File: src/hw/rtl/escc_pkg.sv
// Shared types, constants and width helpers of the calibrated conversion unit.
package escc_pkg;

    localparam int FRAC_BITS_DEF = 12;

    localparam int OP_W       = 2;
    localparam int BYTE_W     = 8;
    localparam int RAW_W      = 16;
    localparam int TPT_W      = 10;
    localparam int HPT_W      = 8;
    localparam int DEN_W      = 16;
    localparam int PROD_W     = RAW_W + TPT_W;
    localparam int PRES_W     = 24;
    localparam int READING_W  = 32;
    localparam int CFG_IDX_W  = 3;
    localparam int CFG_DATA_W = 16;

    localparam int TEMP_FRAC_DROP = 3;
    localparam int HUM_FRAC_DROP  = 1;
    localparam int HUM_FULL_PCT   = 100;

    localparam logic [HPT_W-1:0] HUM_POINT_MAX = 8'd200;

    localparam logic [CFG_IDX_W-1:0] CFG_TEMP_POINT0 = 3'd0;
    localparam logic [CFG_IDX_W-1:0] CFG_TEMP_POINT1 = 3'd1;
    localparam logic [CFG_IDX_W-1:0] CFG_TEMP_RAW0   = 3'd2;
    localparam logic [CFG_IDX_W-1:0] CFG_TEMP_RAW1   = 3'd3;
    localparam logic [CFG_IDX_W-1:0] CFG_HUM_POINT0  = 3'd4;
    localparam logic [CFG_IDX_W-1:0] CFG_HUM_POINT1  = 3'd5;
    localparam logic [CFG_IDX_W-1:0] CFG_HUM_RAW0    = 3'd6;
    localparam logic [CFG_IDX_W-1:0] CFG_HUM_RAW1    = 3'd7;

    typedef enum logic [OP_W-1:0] {
        KIND_TEMP = 2'd0,
        KIND_HUM  = 2'd1,
        KIND_PRES = 2'd2,
        KIND_NONE = 2'd3
    } t_kind;

    typedef struct packed {
        t_kind kind;
        logic  err;
        logic  q_neg;
    } t_ctrl;

    typedef struct packed {
        logic [TPT_W-1:0] temp_point0_x8;
        logic [TPT_W-1:0] temp_point1_x8;
        logic [RAW_W-1:0] temp_raw0;
        logic [RAW_W-1:0] temp_raw1;
        logic [HPT_W-1:0] hum_point0_x2;
        logic [HPT_W-1:0] hum_point1_x2;
        logic [RAW_W-1:0] hum_raw0;
        logic [RAW_W-1:0] hum_raw1;
    } t_cfg;

    // Magnitude of the scaled numerator; equals the quotient width.
    function automatic int mag_width(input int frac_bits);
        mag_width = PROD_W + frac_bits - TEMP_FRAC_DROP;
    endfunction

    // Signed width of the offset term, wide enough for a pressure sample too.
    function automatic int base_width(input int frac_bits);
        int w;
        begin
            w = TPT_W + frac_bits - TEMP_FRAC_DROP;
            if (w < PRES_W) begin
                w = PRES_W;
            end
            base_width = w + 1;
        end
    endfunction

endpackage

File: src/hw/rtl/escc_in_if.sv
// Input channel carrying the reading kind and the raw sample bytes.
interface escc_in_if;
    import escc_pkg::*;

    logic              valid;
    logic              ready;
    logic [OP_W-1:0]   op;
    logic [BYTE_W-1:0] sample_xl;
    logic [BYTE_W-1:0] sample_low;
    logic [BYTE_W-1:0] sample_high;

    modport source (output valid, output op, output sample_xl, output sample_low,
                    output sample_high, input ready);
    modport sink (input valid, input op, input sample_xl, input sample_low,
                  input sample_high, output ready);
endinterface

File: src/hw/rtl/escc_out_if.sv
// Output channel carrying the calibrated reading and its status.
interface escc_out_if;
    import escc_pkg::*;

    logic                        valid;
    logic                        ready;
    logic signed [READING_W-1:0] reading;
    logic                        status;

    modport source (output valid, output reading, output status, input ready);
    modport sink (input valid, input reading, input status, output ready);
endinterface

File: src/hw/rtl/escc_front.sv
// Front end: calibration differences, magnitudes and the scaled numerator product.
module escc_front #(
    parameter int FRAC_BITS = escc_pkg::FRAC_BITS_DEF
) (
    input  logic                                        i_clk,
    input  logic                                        i_rst_n,
    input  escc_pkg::t_cfg                              i_cfg,
    escc_in_if.sink                                     i_item,
    output logic                                        o_valid,
    input  logic                                        i_ready,
    output escc_pkg::t_ctrl                             o_ctrl,
    output logic [escc_pkg::mag_width(FRAC_BITS)-1:0]   o_mag,
    output logic [escc_pkg::DEN_W-1:0]                  o_den,
    output logic [escc_pkg::base_width(FRAC_BITS)-1:0]  o_base
);
    import escc_pkg::*;

    localparam int MAG_W      = mag_width(FRAC_BITS);
    localparam int BASE_W     = base_width(FRAC_BITS);
    localparam int TEMP_SHIFT = FRAC_BITS - TEMP_FRAC_DROP;
    localparam int HUM_SHIFT  = FRAC_BITS - HUM_FRAC_DROP;

    logic [RAW_W-1:0]   raw16;
    logic [RAW_W-1:0]   r0;
    logic [RAW_W-1:0]   r1;
    logic [TPT_W-1:0]   p0;
    logic [TPT_W-1:0]   p1;
    logic [RAW_W:0]     d_raw;
    logic [RAW_W:0]     neg_raw;
    logic [TPT_W:0]     d_pt;
    logic [TPT_W:0]     neg_pt;
    logic [RAW_W:0]     d_den;
    logic [RAW_W:0]     neg_den;
    t_ctrl              n_s1_ctrl;
    logic [PROD_W-1:0]  prod;

    logic               r_s1_valid;
    t_ctrl              r_s1_ctrl;
    logic [RAW_W-1:0]   r_mag_raw;
    logic [TPT_W-1:0]   r_mag_pt;
    logic [DEN_W-1:0]   r_mag_den;
    logic [TPT_W-1:0]   r_p0;
    logic [PRES_W-1:0]  r_pres;

    logic               r_s2_valid;
    t_ctrl              r_s2_ctrl;
    logic [MAG_W-1:0]   r_mag;
    logic [DEN_W-1:0]   r_den;
    logic [BASE_W-1:0]  r_base;
    logic [MAG_W-1:0]   n_mag;
    logic [BASE_W-1:0]  n_base;

    logic               s1_ready;
    logic               s2_ready;

    assign s2_ready     = !r_s2_valid || i_ready;
    assign s1_ready     = !r_s1_valid || s2_ready;
    assign i_item.ready = s1_ready;

    always_comb begin
        raw16          = {i_item.sample_high, i_item.sample_low};
        r0             = '0;
        r1             = '0;
        p0             = '0;
        p1             = '0;
        n_s1_ctrl.kind = t_kind'(i_item.op);
        n_s1_ctrl.err  = 1'b0;
        unique case (n_s1_ctrl.kind)
            KIND_TEMP: begin
                r0            = i_cfg.temp_raw0;
                r1            = i_cfg.temp_raw1;
                p0            = i_cfg.temp_point0_x8;
                p1            = i_cfg.temp_point1_x8;
                n_s1_ctrl.err = (r0 == r1);
            end
            KIND_HUM: begin
                r0            = i_cfg.hum_raw0;
                r1            = i_cfg.hum_raw1;
                p0            = TPT_W'(i_cfg.hum_point0_x2);
                p1            = TPT_W'(i_cfg.hum_point1_x2);
                n_s1_ctrl.err = (r0 == r1) || (i_cfg.hum_point0_x2 > HUM_POINT_MAX)
                                || (i_cfg.hum_point1_x2 > HUM_POINT_MAX);
            end
            KIND_PRES: begin
                n_s1_ctrl.err = 1'b0;
            end
            KIND_NONE: begin
                n_s1_ctrl.err = 1'b1;
            end
        endcase
        d_raw           = {raw16[RAW_W-1], raw16} - {r0[RAW_W-1], r0};
        neg_raw         = -d_raw;
        d_pt            = {1'b0, p1} - {1'b0, p0};
        neg_pt          = -d_pt;
        d_den           = {r1[RAW_W-1], r1} - {r0[RAW_W-1], r0};
        neg_den         = -d_den;
        n_s1_ctrl.q_neg = d_raw[RAW_W] ^ d_pt[TPT_W] ^ d_den[RAW_W];
    end

    always_ff @(posedge i_clk) begin
        if (!i_rst_n) begin
            r_s1_valid <= 1'b0;
        end else if (s1_ready) begin
            r_s1_valid <= i_item.valid;
        end
    end

    always_ff @(posedge i_clk) begin
        if (s1_ready && i_item.valid) begin
            r_s1_ctrl <= n_s1_ctrl;
            r_mag_raw <= d_raw[RAW_W] ? neg_raw[RAW_W-1:0] : d_raw[RAW_W-1:0];
            r_mag_pt  <= d_pt[TPT_W] ? neg_pt[TPT_W-1:0] : d_pt[TPT_W-1:0];
            r_mag_den <= d_den[RAW_W] ? neg_den[DEN_W-1:0] : d_den[DEN_W-1:0];
            r_p0      <= p0;
            r_pres    <= {i_item.sample_high, i_item.sample_low, i_item.sample_xl};
        end
    end

    assign prod = PROD_W'(r_mag_raw) * PROD_W'(r_mag_pt);

    always_comb begin
        n_mag  = '0;
        n_base = '0;
        unique case (r_s1_ctrl.kind)
            KIND_TEMP: begin
                n_mag  = MAG_W'(prod) << TEMP_SHIFT;
                n_base = BASE_W'(r_p0) << TEMP_SHIFT;
            end
            KIND_HUM: begin
                n_mag  = MAG_W'(prod) << HUM_SHIFT;
                n_base = BASE_W'(r_p0) << HUM_SHIFT;
            end
            KIND_PRES: begin
                n_base = {{(BASE_W-PRES_W){r_pres[PRES_W-1]}}, r_pres};
            end
            KIND_NONE: begin
                n_base = '0;
            end
        endcase
    end

    always_ff @(posedge i_clk) begin
        if (!i_rst_n) begin
            r_s2_valid <= 1'b0;
        end else if (s2_ready) begin
            r_s2_valid <= r_s1_valid;
        end
    end

    always_ff @(posedge i_clk) begin
        if (s2_ready && r_s1_valid) begin
            r_s2_ctrl <= r_s1_ctrl;
            r_mag     <= n_mag;
            r_den     <= r_mag_den;
            r_base    <= n_base;
        end
    end

    assign o_valid = r_s2_valid;
    assign o_ctrl  = r_s2_ctrl;
    assign o_mag   = r_mag;
    assign o_den   = r_den;
    assign o_base  = r_base;

endmodule

File: src/hw/rtl/escc_div_cell.sv
// One restoring divider cell: produces one quotient bit and passes the item on.
module escc_div_cell #(
    parameter int FRAC_BITS = escc_pkg::FRAC_BITS_DEF
) (
    input  logic                                        i_clk,
    input  logic                                        i_rst_n,
    input  logic                                        i_valid,
    output logic                                        o_ready,
    input  escc_pkg::t_ctrl                             i_ctrl,
    input  logic [escc_pkg::DEN_W-1:0]                  i_rem,
    input  logic [escc_pkg::mag_width(FRAC_BITS)-1:0]   i_dq,
    input  logic [escc_pkg::DEN_W-1:0]                  i_den,
    input  logic [escc_pkg::base_width(FRAC_BITS)-1:0]  i_base,
    output logic                                        o_valid,
    input  logic                                        i_ready,
    output escc_pkg::t_ctrl                             o_ctrl,
    output logic [escc_pkg::DEN_W-1:0]                  o_rem,
    output logic [escc_pkg::mag_width(FRAC_BITS)-1:0]   o_dq,
    output logic [escc_pkg::DEN_W-1:0]                  o_den,
    output logic [escc_pkg::base_width(FRAC_BITS)-1:0]  o_base
);
    import escc_pkg::*;

    localparam int MAG_W  = mag_width(FRAC_BITS);
    localparam int BASE_W = base_width(FRAC_BITS);

    logic [DEN_W:0]     trial;
    logic [DEN_W:0]     diff;
    logic               q_bit;

    logic               r_valid;
    t_ctrl              r_ctrl;
    logic [DEN_W-1:0]   r_rem;
    logic [MAG_W-1:0]   r_dq;
    logic [DEN_W-1:0]   r_den;
    logic [BASE_W-1:0]  r_base;

    assign trial   = {i_rem, i_dq[MAG_W-1]};
    assign diff    = trial - {1'b0, i_den};
    assign q_bit   = (trial >= {1'b0, i_den});
    assign o_ready = !r_valid || i_ready;

    always_ff @(posedge i_clk) begin
        if (!i_rst_n) begin
            r_valid <= 1'b0;
        end else if (o_ready) begin
            r_valid <= i_valid;
        end
    end

    always_ff @(posedge i_clk) begin
        if (o_ready && i_valid) begin
            r_ctrl <= i_ctrl;
            r_rem  <= q_bit ? diff[DEN_W-1:0] : trial[DEN_W-1:0];
            r_dq   <= {i_dq[MAG_W-2:0], q_bit};
            r_den  <= i_den;
            r_base <= i_base;
        end
    end

    assign o_valid = r_valid;
    assign o_ctrl  = r_ctrl;
    assign o_rem   = r_rem;
    assign o_dq    = r_dq;
    assign o_den   = r_den;
    assign o_base  = r_base;

endmodule

File: src/hw/rtl/escc_finish.sv
// Back end: signed quotient plus offset, then saturation or clamping into the output register.
module escc_finish #(
    parameter int FRAC_BITS = escc_pkg::FRAC_BITS_DEF
) (
    input  logic                                        i_clk,
    input  logic                                        i_rst_n,
    input  logic                                        i_valid,
    output logic                                        o_ready,
    input  escc_pkg::t_ctrl                             i_ctrl,
    input  logic [escc_pkg::mag_width(FRAC_BITS)-1:0]   i_dq,
    input  logic [escc_pkg::base_width(FRAC_BITS)-1:0]  i_base,
    escc_out_if.source                                  o_result
);
    import escc_pkg::*;

    localparam int MAG_W  = mag_width(FRAC_BITS);
    localparam int BASE_W = base_width(FRAC_BITS);
    localparam int SUM_W  = MAG_W + 2;

    localparam logic [SUM_W-1:0] HUM_TOP = SUM_W'(HUM_FULL_PCT) << FRAC_BITS;

    logic [SUM_W-1:0]      q_ext;
    logic [SUM_W-1:0]      q_sgn;
    logic [SUM_W-1:0]      base_ext;

    logic                  r_s1_valid;
    t_ctrl                 r_s1_ctrl;
    logic [SUM_W-1:0]      r_sum;

    logic                  fits;
    logic [READING_W-1:0]  n_reading;

    logic                  r_valid;
    logic [READING_W-1:0]  r_reading;
    logic                  r_status;

    logic                  s1_ready;
    logic                  s2_ready;

    assign s2_ready = !r_valid || o_result.ready;
    assign s1_ready = !r_s1_valid || s2_ready;
    assign o_ready  = s1_ready;

    // A pressure sample passes through, so the divider output is not used.
    assign q_ext    = {2'b00, i_dq};
    assign q_sgn    = (i_ctrl.kind == KIND_PRES) ? '0 :
                      i_ctrl.q_neg ? (~q_ext + SUM_W'(1)) : q_ext;
    assign base_ext = {{(SUM_W-BASE_W){i_base[BASE_W-1]}}, i_base};

    always_ff @(posedge i_clk) begin
        if (!i_rst_n) begin
            r_s1_valid <= 1'b0;
        end else if (s1_ready) begin
            r_s1_valid <= i_valid;
        end
    end

    always_ff @(posedge i_clk) begin
        if (s1_ready && i_valid) begin
            r_s1_ctrl <= i_ctrl;
            r_sum     <= base_ext + q_sgn;
        end
    end

    assign fits = (&r_sum[SUM_W-1:READING_W-1]) || !(|r_sum[SUM_W-1:READING_W-1]);

    always_comb begin
        if (r_s1_ctrl.err) begin
            n_reading = '0;
        end else if (r_s1_ctrl.kind == KIND_HUM) begin
            if (r_sum[SUM_W-1]) begin
                n_reading = '0;
            end else if (r_sum > HUM_TOP) begin
                n_reading = HUM_TOP[READING_W-1:0];
            end else begin
                n_reading = r_sum[READING_W-1:0];
            end
        end else if (fits) begin
            n_reading = r_sum[READING_W-1:0];
        end else if (r_sum[SUM_W-1]) begin
            n_reading = {1'b1, {(READING_W-1){1'b0}}};
        end else begin
            n_reading = {1'b0, {(READING_W-1){1'b1}}};
        end
    end

    always_ff @(posedge i_clk) begin
        if (!i_rst_n) begin
            r_valid <= 1'b0;
        end else if (s2_ready) begin
            r_valid <= r_s1_valid;
        end
    end

    always_ff @(posedge i_clk) begin
        if (s2_ready && r_s1_valid) begin
            r_reading <= n_reading;
            r_status  <= r_s1_ctrl.err;
        end
    end

    assign o_result.valid   = r_valid;
    assign o_result.reading = r_reading;
    assign o_result.status  = r_status;

endmodule

File: src/hw/rtl/env_sensor_calibrated_conversion_unit.sv
// Top level of the calibrated conversion unit: configuration registers and the divider chain.
//
// Each transfer on i_item carries a reading kind (temperature, humidity,
// pressure) and up to three raw bytes, and gives exactly one transfer on
// o_result with a status bit and a reading, scaled by 2^FRAC_BITS except for pressure.
// Calibration points are written through i_cfg_we, i_cfg_index and i_cfg_data by the user
// only while the unit is idle, not enforced by the unit; each write is registered in r_cfg.
// The datapath is a pipeline: two front stages form the calibration
// differences and the scaled product, FRAC_BITS + 23 divider cells each
// resolve one quotient bit, and two back stages add the offset and
// saturate or clamp. One item is accepted per cycle unless a stall at
// o_result has backed up to the first front stage.
// Every stage holds its item while the next one is full, so a stall at
// o_result fills the pipeline from the end; earlier stages keep accepting
// until their own register is occupied, and gaps between items close up.
// Reset clears all calibration registers to zero and empties the pipeline.
module env_sensor_calibrated_conversion_unit #(
    parameter int FRAC_BITS = escc_pkg::FRAC_BITS_DEF
) (
    input  logic                           i_clk,
    input  logic                           i_rst_n,
    input  logic                           i_cfg_we,
    input  logic [escc_pkg::CFG_IDX_W-1:0]  i_cfg_index,
    input  logic [escc_pkg::CFG_DATA_W-1:0] i_cfg_data,
    escc_in_if.sink                        i_item,
    escc_out_if.source                     o_result
);
    import escc_pkg::*;

    localparam int MAG_W  = mag_width(FRAC_BITS);
    localparam int BASE_W = base_width(FRAC_BITS);

    t_cfg               r_cfg;
    t_cfg               n_cfg;

    logic [MAG_W:0]     w_valid;
    logic [MAG_W:0]     w_ready;
    t_ctrl              w_ctrl [0:MAG_W];
    logic [DEN_W-1:0]   w_rem  [0:MAG_W];
    logic [MAG_W-1:0]   w_dq   [0:MAG_W];
    logic [DEN_W-1:0]   w_den  [0:MAG_W];
    logic [BASE_W-1:0]  w_base [0:MAG_W];

    always_comb begin
        n_cfg = r_cfg;
        if (i_cfg_we) begin
            unique case (i_cfg_index)
                CFG_TEMP_POINT0: n_cfg.temp_point0_x8 = i_cfg_data[TPT_W-1:0];
                CFG_TEMP_POINT1: n_cfg.temp_point1_x8 = i_cfg_data[TPT_W-1:0];
                CFG_TEMP_RAW0:   n_cfg.temp_raw0      = i_cfg_data[RAW_W-1:0];
                CFG_TEMP_RAW1:   n_cfg.temp_raw1      = i_cfg_data[RAW_W-1:0];
                CFG_HUM_POINT0:  n_cfg.hum_point0_x2  = i_cfg_data[HPT_W-1:0];
                CFG_HUM_POINT1:  n_cfg.hum_point1_x2  = i_cfg_data[HPT_W-1:0];
                CFG_HUM_RAW0:    n_cfg.hum_raw0       = i_cfg_data[RAW_W-1:0];
                CFG_HUM_RAW1:    n_cfg.hum_raw1       = i_cfg_data[RAW_W-1:0];
            endcase
        end
    end

    always_ff @(posedge i_clk) begin
        if (!i_rst_n) begin
            r_cfg <= '0;
        end else begin
            r_cfg <= n_cfg;
        end
    end

    escc_front #(
        .FRAC_BITS (FRAC_BITS)
    ) u_front (
        .i_clk   (i_clk),
        .i_rst_n (i_rst_n),
        .i_cfg   (r_cfg),
        .i_item  (i_item),
        .o_valid (w_valid[0]),
        .i_ready (w_ready[0]),
        .o_ctrl  (w_ctrl[0]),
        .o_mag   (w_dq[0]),
        .o_den   (w_den[0]),
        .o_base  (w_base[0])
    );

    assign w_rem[0] = '0;

    for (genvar k = 0; k < MAG_W; k++) begin : g_cell
        escc_div_cell #(
            .FRAC_BITS (FRAC_BITS)
        ) u_cell (
            .i_clk   (i_clk),
            .i_rst_n (i_rst_n),
            .i_valid (w_valid[k]),
            .o_ready (w_ready[k]),
            .i_ctrl  (w_ctrl[k]),
            .i_rem   (w_rem[k]),
            .i_dq    (w_dq[k]),
            .i_den   (w_den[k]),
            .i_base  (w_base[k]),
            .o_valid (w_valid[k+1]),
            .i_ready (w_ready[k+1]),
            .o_ctrl  (w_ctrl[k+1]),
            .o_rem   (w_rem[k+1]),
            .o_dq    (w_dq[k+1]),
            .o_den   (w_den[k+1]),
            .o_base  (w_base[k+1])
        );
    end

    escc_finish #(
        .FRAC_BITS (FRAC_BITS)
    ) u_finish (
        .i_clk    (i_clk),
        .i_rst_n  (i_rst_n),
        .i_valid  (w_valid[MAG_W]),
        .o_ready  (w_ready[MAG_W]),
        .i_ctrl   (w_ctrl[MAG_W]),
        .i_dq     (w_dq[MAG_W]),
        .i_base   (w_base[MAG_W]),
        .o_result (o_result)
    );

endmodule

File: src/flat_wrapper.sv
// flat-port wrapper written by rule: the top's interface ports become plain ports
module env_sensor_calibrated_conversion_unit_flat import escc_pkg::*;
#(
    parameter int FRAC_BITS = escc_pkg::FRAC_BITS_DEF
)
  (i_clk, i_rst_n, i_cfg_we, i_cfg_index, i_cfg_data, i_item_valid, i_item_op, i_item_sample_xl, i_item_sample_low, i_item_sample_high, i_item_ready, o_result_valid, o_result_reading, o_result_status, o_result_ready);
  escc_in_if i_item_i ();
  escc_out_if o_result_i ();
  input  logic i_clk;
  input  logic i_rst_n;
  input  logic i_cfg_we;
  input  logic [escc_pkg::CFG_IDX_W-1:0] i_cfg_index;
  input  logic [escc_pkg::CFG_DATA_W-1:0] i_cfg_data;
  input wire logic [$bits(i_item_i.valid)-1:0] i_item_valid;
  input wire logic [$bits(i_item_i.op)-1:0] i_item_op;
  input wire logic [$bits(i_item_i.sample_xl)-1:0] i_item_sample_xl;
  input wire logic [$bits(i_item_i.sample_low)-1:0] i_item_sample_low;
  input wire logic [$bits(i_item_i.sample_high)-1:0] i_item_sample_high;
  output wire logic [$bits(i_item_i.ready)-1:0] i_item_ready;
  output wire logic [$bits(o_result_i.valid)-1:0] o_result_valid;
  output wire logic [$bits(o_result_i.reading)-1:0] o_result_reading;
  output wire logic [$bits(o_result_i.status)-1:0] o_result_status;
  input wire logic [$bits(o_result_i.ready)-1:0] o_result_ready;
  assign i_item_i.valid = i_item_valid;
  assign i_item_i.op = i_item_op;
  assign i_item_i.sample_xl = i_item_sample_xl;
  assign i_item_i.sample_low = i_item_sample_low;
  assign i_item_i.sample_high = i_item_sample_high;
  assign i_item_ready = i_item_i.ready;
  assign o_result_valid = o_result_i.valid;
  assign o_result_reading = o_result_i.reading;
  assign o_result_status = o_result_i.status;
  assign o_result_i.ready = o_result_ready;
  env_sensor_calibrated_conversion_unit #(.FRAC_BITS(FRAC_BITS)) u_core (.i_clk(i_clk), .i_rst_n(i_rst_n), .i_cfg_we(i_cfg_we), .i_cfg_index(i_cfg_index), .i_cfg_data(i_cfg_data), .i_item(i_item_i), .o_result(o_result_i));
endmodule
File: config.mk
export PLATFORM = sky130hd
export DESIGN_NAME = env_sensor_calibrated_conversion_unit_flat
export DESIGN_NICKNAME = d
export VERILOG_FILES = /design/src/hw/rtl/escc_pkg.sv /design/src/hw/rtl/escc_in_if.sv /design/src/hw/rtl/escc_out_if.sv /design/src/hw/rtl/escc_front.sv /design/src/hw/rtl/escc_div_cell.sv /design/src/hw/rtl/escc_finish.sv /design/src/hw/rtl/env_sensor_calibrated_conversion_unit.sv /design/src/flat_wrapper.sv
export SDC_FILE = /design/constraint.sdc
export NUM_CORES = 2
export LEC_CHECK = 0
export ABC_CLOCK_PERIOD_IN_PS = 9400
export BUFFER_PORTS_ARGS = -buffer_cell sky130_fd_sc_hd__buf_2
export CAP_MARGIN = 20
export CORE_UTILIZATION = 60
export CTS_CLUSTER_DIAMETER = 50
export CTS_CLUSTER_SIZE = 12
export DETAILED_ROUTE_END_ITERATION = 8
export PLACE_DENSITY = 0.76
export SLEW_MARGIN = 20
export SYNTH_ARGS = -nofsm -noshare
export SYNTH_HDL_FRONTEND = slang
export SYNTH_SLANG_ARGS = --single-unit
File: constraint.sdc
create_clock -name i_clk -period 9.4 [get_ports i_clk]
set_input_delay 0.47 -clock i_clk [delete_from_list [all_inputs] [get_ports i_clk]]
set_output_delay 0.47 -clock i_clk [all_outputs]
set_load 0.05 [all_outputs]
==> impl_metrics.csv <==
group,metric,value,unit
status,status,"finished, final reports clean",
synth,synth_top_family_by_area,"simple AND/OR/NAND/NOR gates",
clocking,cts_tree,"done",
drt,wl_per_cell,22.6,um
pwr,swShare,23.3,%
drt,drc,0,
worst_setup_path,cp.depth,17,
synth,synth_nets,11300,
grt,antenna_found_initial,4,
hold_path,hold_class,"in2reg",
worst_setup_path,worst_path_largest_cell_delay,780,ps
clocking,clk_path_buf_depth,4,
grt,grt_overflow_total,0,
finish,multiInputGateArea,43400,sq um
floorplanning,die_x,497,um
worst_setup_path,crit_top_cell,"fa_1",
synth,synth_top_cells_by_count,"3,246 x edfxtp_1, 902 x inv_1, 688 x ha_1",
drt,vias,83200,
finish,num-nets-final,11600,
synth,synth_area_leader_cell,"edfxtp_1",
grt,grtUsageTotal,25.6,%
timing,finalCriticalPeriod,6480,ps
timing,min_period_over_period,68.9,%
timing,tns,0,ps
synth,synth_xor_area_share,2.95,%
grt,grt_max_degree,87,
worst_setup_path,cpMaxStageDelayCell,"edfxtp_1",
finish,area_delta_synth_final,11.0,%
timing,hold_viol_final,0,
synth,synth_warnings,0,
timing,timing.final.max_slew_violations,0,
finish,fillCellCount,16300,
pwr,p_leak,59.9,nW
timing,fmax,154,MHz
timing,rsz0062_at_grt,"no",
pwr,internal-power,25.6,mW
timing,tightest_slew,1170,ps
worst_setup_path,r2r_cells,17,
grt,grt_pass1_vias,84800,
worst_setup_path,worst_setup_path_end_kind,"register",
timing,slew_headroom,19.9,%
worst_setup_path,crit_family,"adder cells",
worst_setup_path,path_class,"reg2reg",
grt,grt_pass1_wl,486000,um
synth,synth-edff-count,3246,
job,max_cap_viol_count,0,
synth,synth_async_sr_flop_share,0,%
hold_path,whs_path_depth,4,
synth,synth-compound-area-share,7.45,%
worst_setup_path,crit_path_max_fanout,16,
synth,syn_inst,10400,
pwr,power.clock.fraction,39.8,%
drt,drt_iter0_drc,6603,
clocking,clkLatencyLatePin,960,ps
synth,synthSimpleGateAreaFrac,8.40,%
place,io_buffers,84,
pwr,p_comb_share,10.2,%
synth,synth_most_common_cell,"edfxtp_1",
pwr,p_total,33.4,mW
place,place_hpwl,215000,um
synth,syn_area,147000,sq um
floorplanning,design.core.area,244000,sq um
floorplanning,rows,181,
drt,first_pass_iters,6,
worst_setup_path,startpoint_type,"register",
worst_setup_path,path_cells,"nand2_1 > fa_1 > fa_1 > fa_1 > fa_1 > inv_1 > fa_1 > ha_1 > o21a_1 > nor2_1 > nor2_1 > a311oi_1 > a211oi_1 > nand3b_1 > and3_1 > o21a_1 > a2111oi_0",
synth,synth.avg_cell_area,14.2,sq um
finish,drive_gt1_share,9.18,%
clocking,cts_buffers,369,
floorplanning,start_util,60.4,%
finish,ff_latch_area,100000,sq um
synth,ys_seq_area_share,68.1,%
floorplanning,io_pins,85,
synth,yosys-top-cells-area,"edfxtp_1 66%, ha_1 5.8%, inv_1 2.3%",
synth,synth_ff_type,"edfxtp_1",
place,gp_congestion,0.930,
pwr,switching_power,7.80,mW
timing,skew,89.1,ps
timing,setup_viol,0,
floorplanning,die_area,247000,sq um
clocking,clk_pin_slew,60,ps
worst_setup_path,critPathRequiredTime,10120,ps
synth,synthAdderAreaFrac,7.84,%
drt,vias_per_cell,5.88,
worst_setup_path,worst-path-buf-inv,1,
clocking,postCtsSetupBuffers,0,
clocking,htreeDepth,5,
clocking,cts.sinks,3385,
synth,synth_cell_type_count,70,
synth,ys_seq_elements,3385,
clocking,root_buffer,"clkbuf_16",
floorplanning,die_y,497,um
synth,muxShareOfSynthArea,2.48,%
drt,wirelength,319000,um
pwr,max-vdd-ir-drop,342,uV
pwr,power_density,205,nW/um^2
worst_setup_path,worstPathArrival,7200,ps
drt,drtAntennaViolNets,0,
pwr,pwr-share-seq,49.9,%
synth,synth_top_area_share,66.2,%
## per-layer routing
metal	global-route usage (%)	wire length (um)	vias up
met1	30.2	122000	40800
li1	-	-	38900
met2	45.2	162000	2730
met4	14.6	20000	6
met3	3.21	14700	816
met5	0	37	-
## path summary, 6_finish.rpt
check | start | endpoint | slack (ps)
min reg2reg | u_core.g_cell[28].u_cell.o_dq[7] | u_core.g_cell[29].u_cell.o_dq[8] | 370
max reg2reg | u_core.u_front.r_mag_pt[3] | u_core.u_front.o_mag[34] | 2920
max | u_core.u_front.r_mag_pt[3] | u_core.u_front.o_mag[34] | 2920
min | i_cfg_index[1] | u_core.r_cfg[97] | 60
## tightest hold or removal path, delay by kind of cell
kind	cells	cell delay [ps]
buffers and inverters	1	170
AO/OA/AOI/OAI	1	70
AND/OR/NAND/NOR	2	230
## cells by family after synthesis
logic type / after synthesis
muxes: 337
buffers and inverters: 1092
and+or+nand+nor: 2523
adders and majority gates: 835
DFF: 3385
AOI/OAI and AO/OA: 1704
xor gates and xnor gates: 496
## state kept, by name, summed over array words and instances, names as in the netlist, 26 cells and up
register                          count
u_core.u_finish.r_sum                37
u_core.u_finish.o_result.reading     32
u_core.g_cell.u_cell.o_dq           955
u_core.g_cell.u_cell.o_base         840
u_core.g_cell.u_cell.o_ctrl         140
u_core.g_cell.u_cell.o_den          544
u_core.u_front.o_mag                 26
u_core.g_cell.u_cell.o_rem          544
u_core.r_cfg                        100
u_core.g_cell.u_cell.o_valid         35
## placed cells by master (no fill, tap or decap), types with 31 or more instances in the layout
cell,netlist,final
edfxtp_1,3246,3246
inv_1,902,902
ha_1,688,688
nand2_1,646,646
nor2_1,613,607
a21oi_1,505,503
clkbuf_16,0,375
o21ai_0,329,329
xnor2_1,283,283
mux2_2,226,226
xor2_1,213,213
nor3_1,192,191
o21a_1,169,169
a21boi_0,171,165
nor2b_1,193,163
nand3_1,159,159
fa_1,147,147
dfxtp_1,139,139
or3_1,131,131
nand2b_1,123,123
nand4_1,119,119
mux2i_1,111,111
and2_1,100,100
a21o_1,94,94
buf_2,0,83
clkbuf_1,167,75
o31ai_1,78,72
buf_4,0,70
and3_1,68,68
a211oi_1,67,62
or2_2,49,49
nor4_1,50,49
dlygate4sd3_1,0,42
o21bai_1,35,35
o211ai_1,31,31
## per-stage QoR
stage          utilization, %  worst slack, ps  hold WS, ps  cells  area [sq um]
3_3_place_gp             62.4             2990          400  13500        152000
6_report                 67.0             2920         64.8  14100        163000
4_1_cts                  67.0             2930         1.47  14100        163000
3_5_place_dp             62.4             2920          405  13500        152000
2_1_floorplan               -              831          400  10400        147000
5_1_grt                  67.0             2360         68.3  14100        163000
## power groups by stage
| stage | Combinational (mW) | Clock (mW) | Sequential (mW) |
|---|---|---|---|
| floorplan | 2.69 | 0 | 16.9 |
| global placement | 3.39 | 0 | 17.0 |
| finish | 3.42 | 13.3 | 16.7 |
| detailed placement | 3.42 | 0 | 17.0 |
| global route | 3.88 | 14.1 | 16.7 |
| CTS | 3.47 | 13.6 | 16.7 |
## cell type report
class	count	area share (%)
inverter	902	2.07
timing repair buffer	209	0.978
clock buffer	453	5.94
multi-input combinational	5895	26.5
antenna	2	0.00306
tap	3202	2.45
sequential	3385	61.4
clock inverter	98	0.650
## timing repair
item	4_1_cts	5_1_grt
resized for setup	0	0
setup endpoints to repair	0	0
endpoints found under the hold margin	125	0
hold buffers	42	0
No activity file was read; power rests on OpenSTA's default activity.
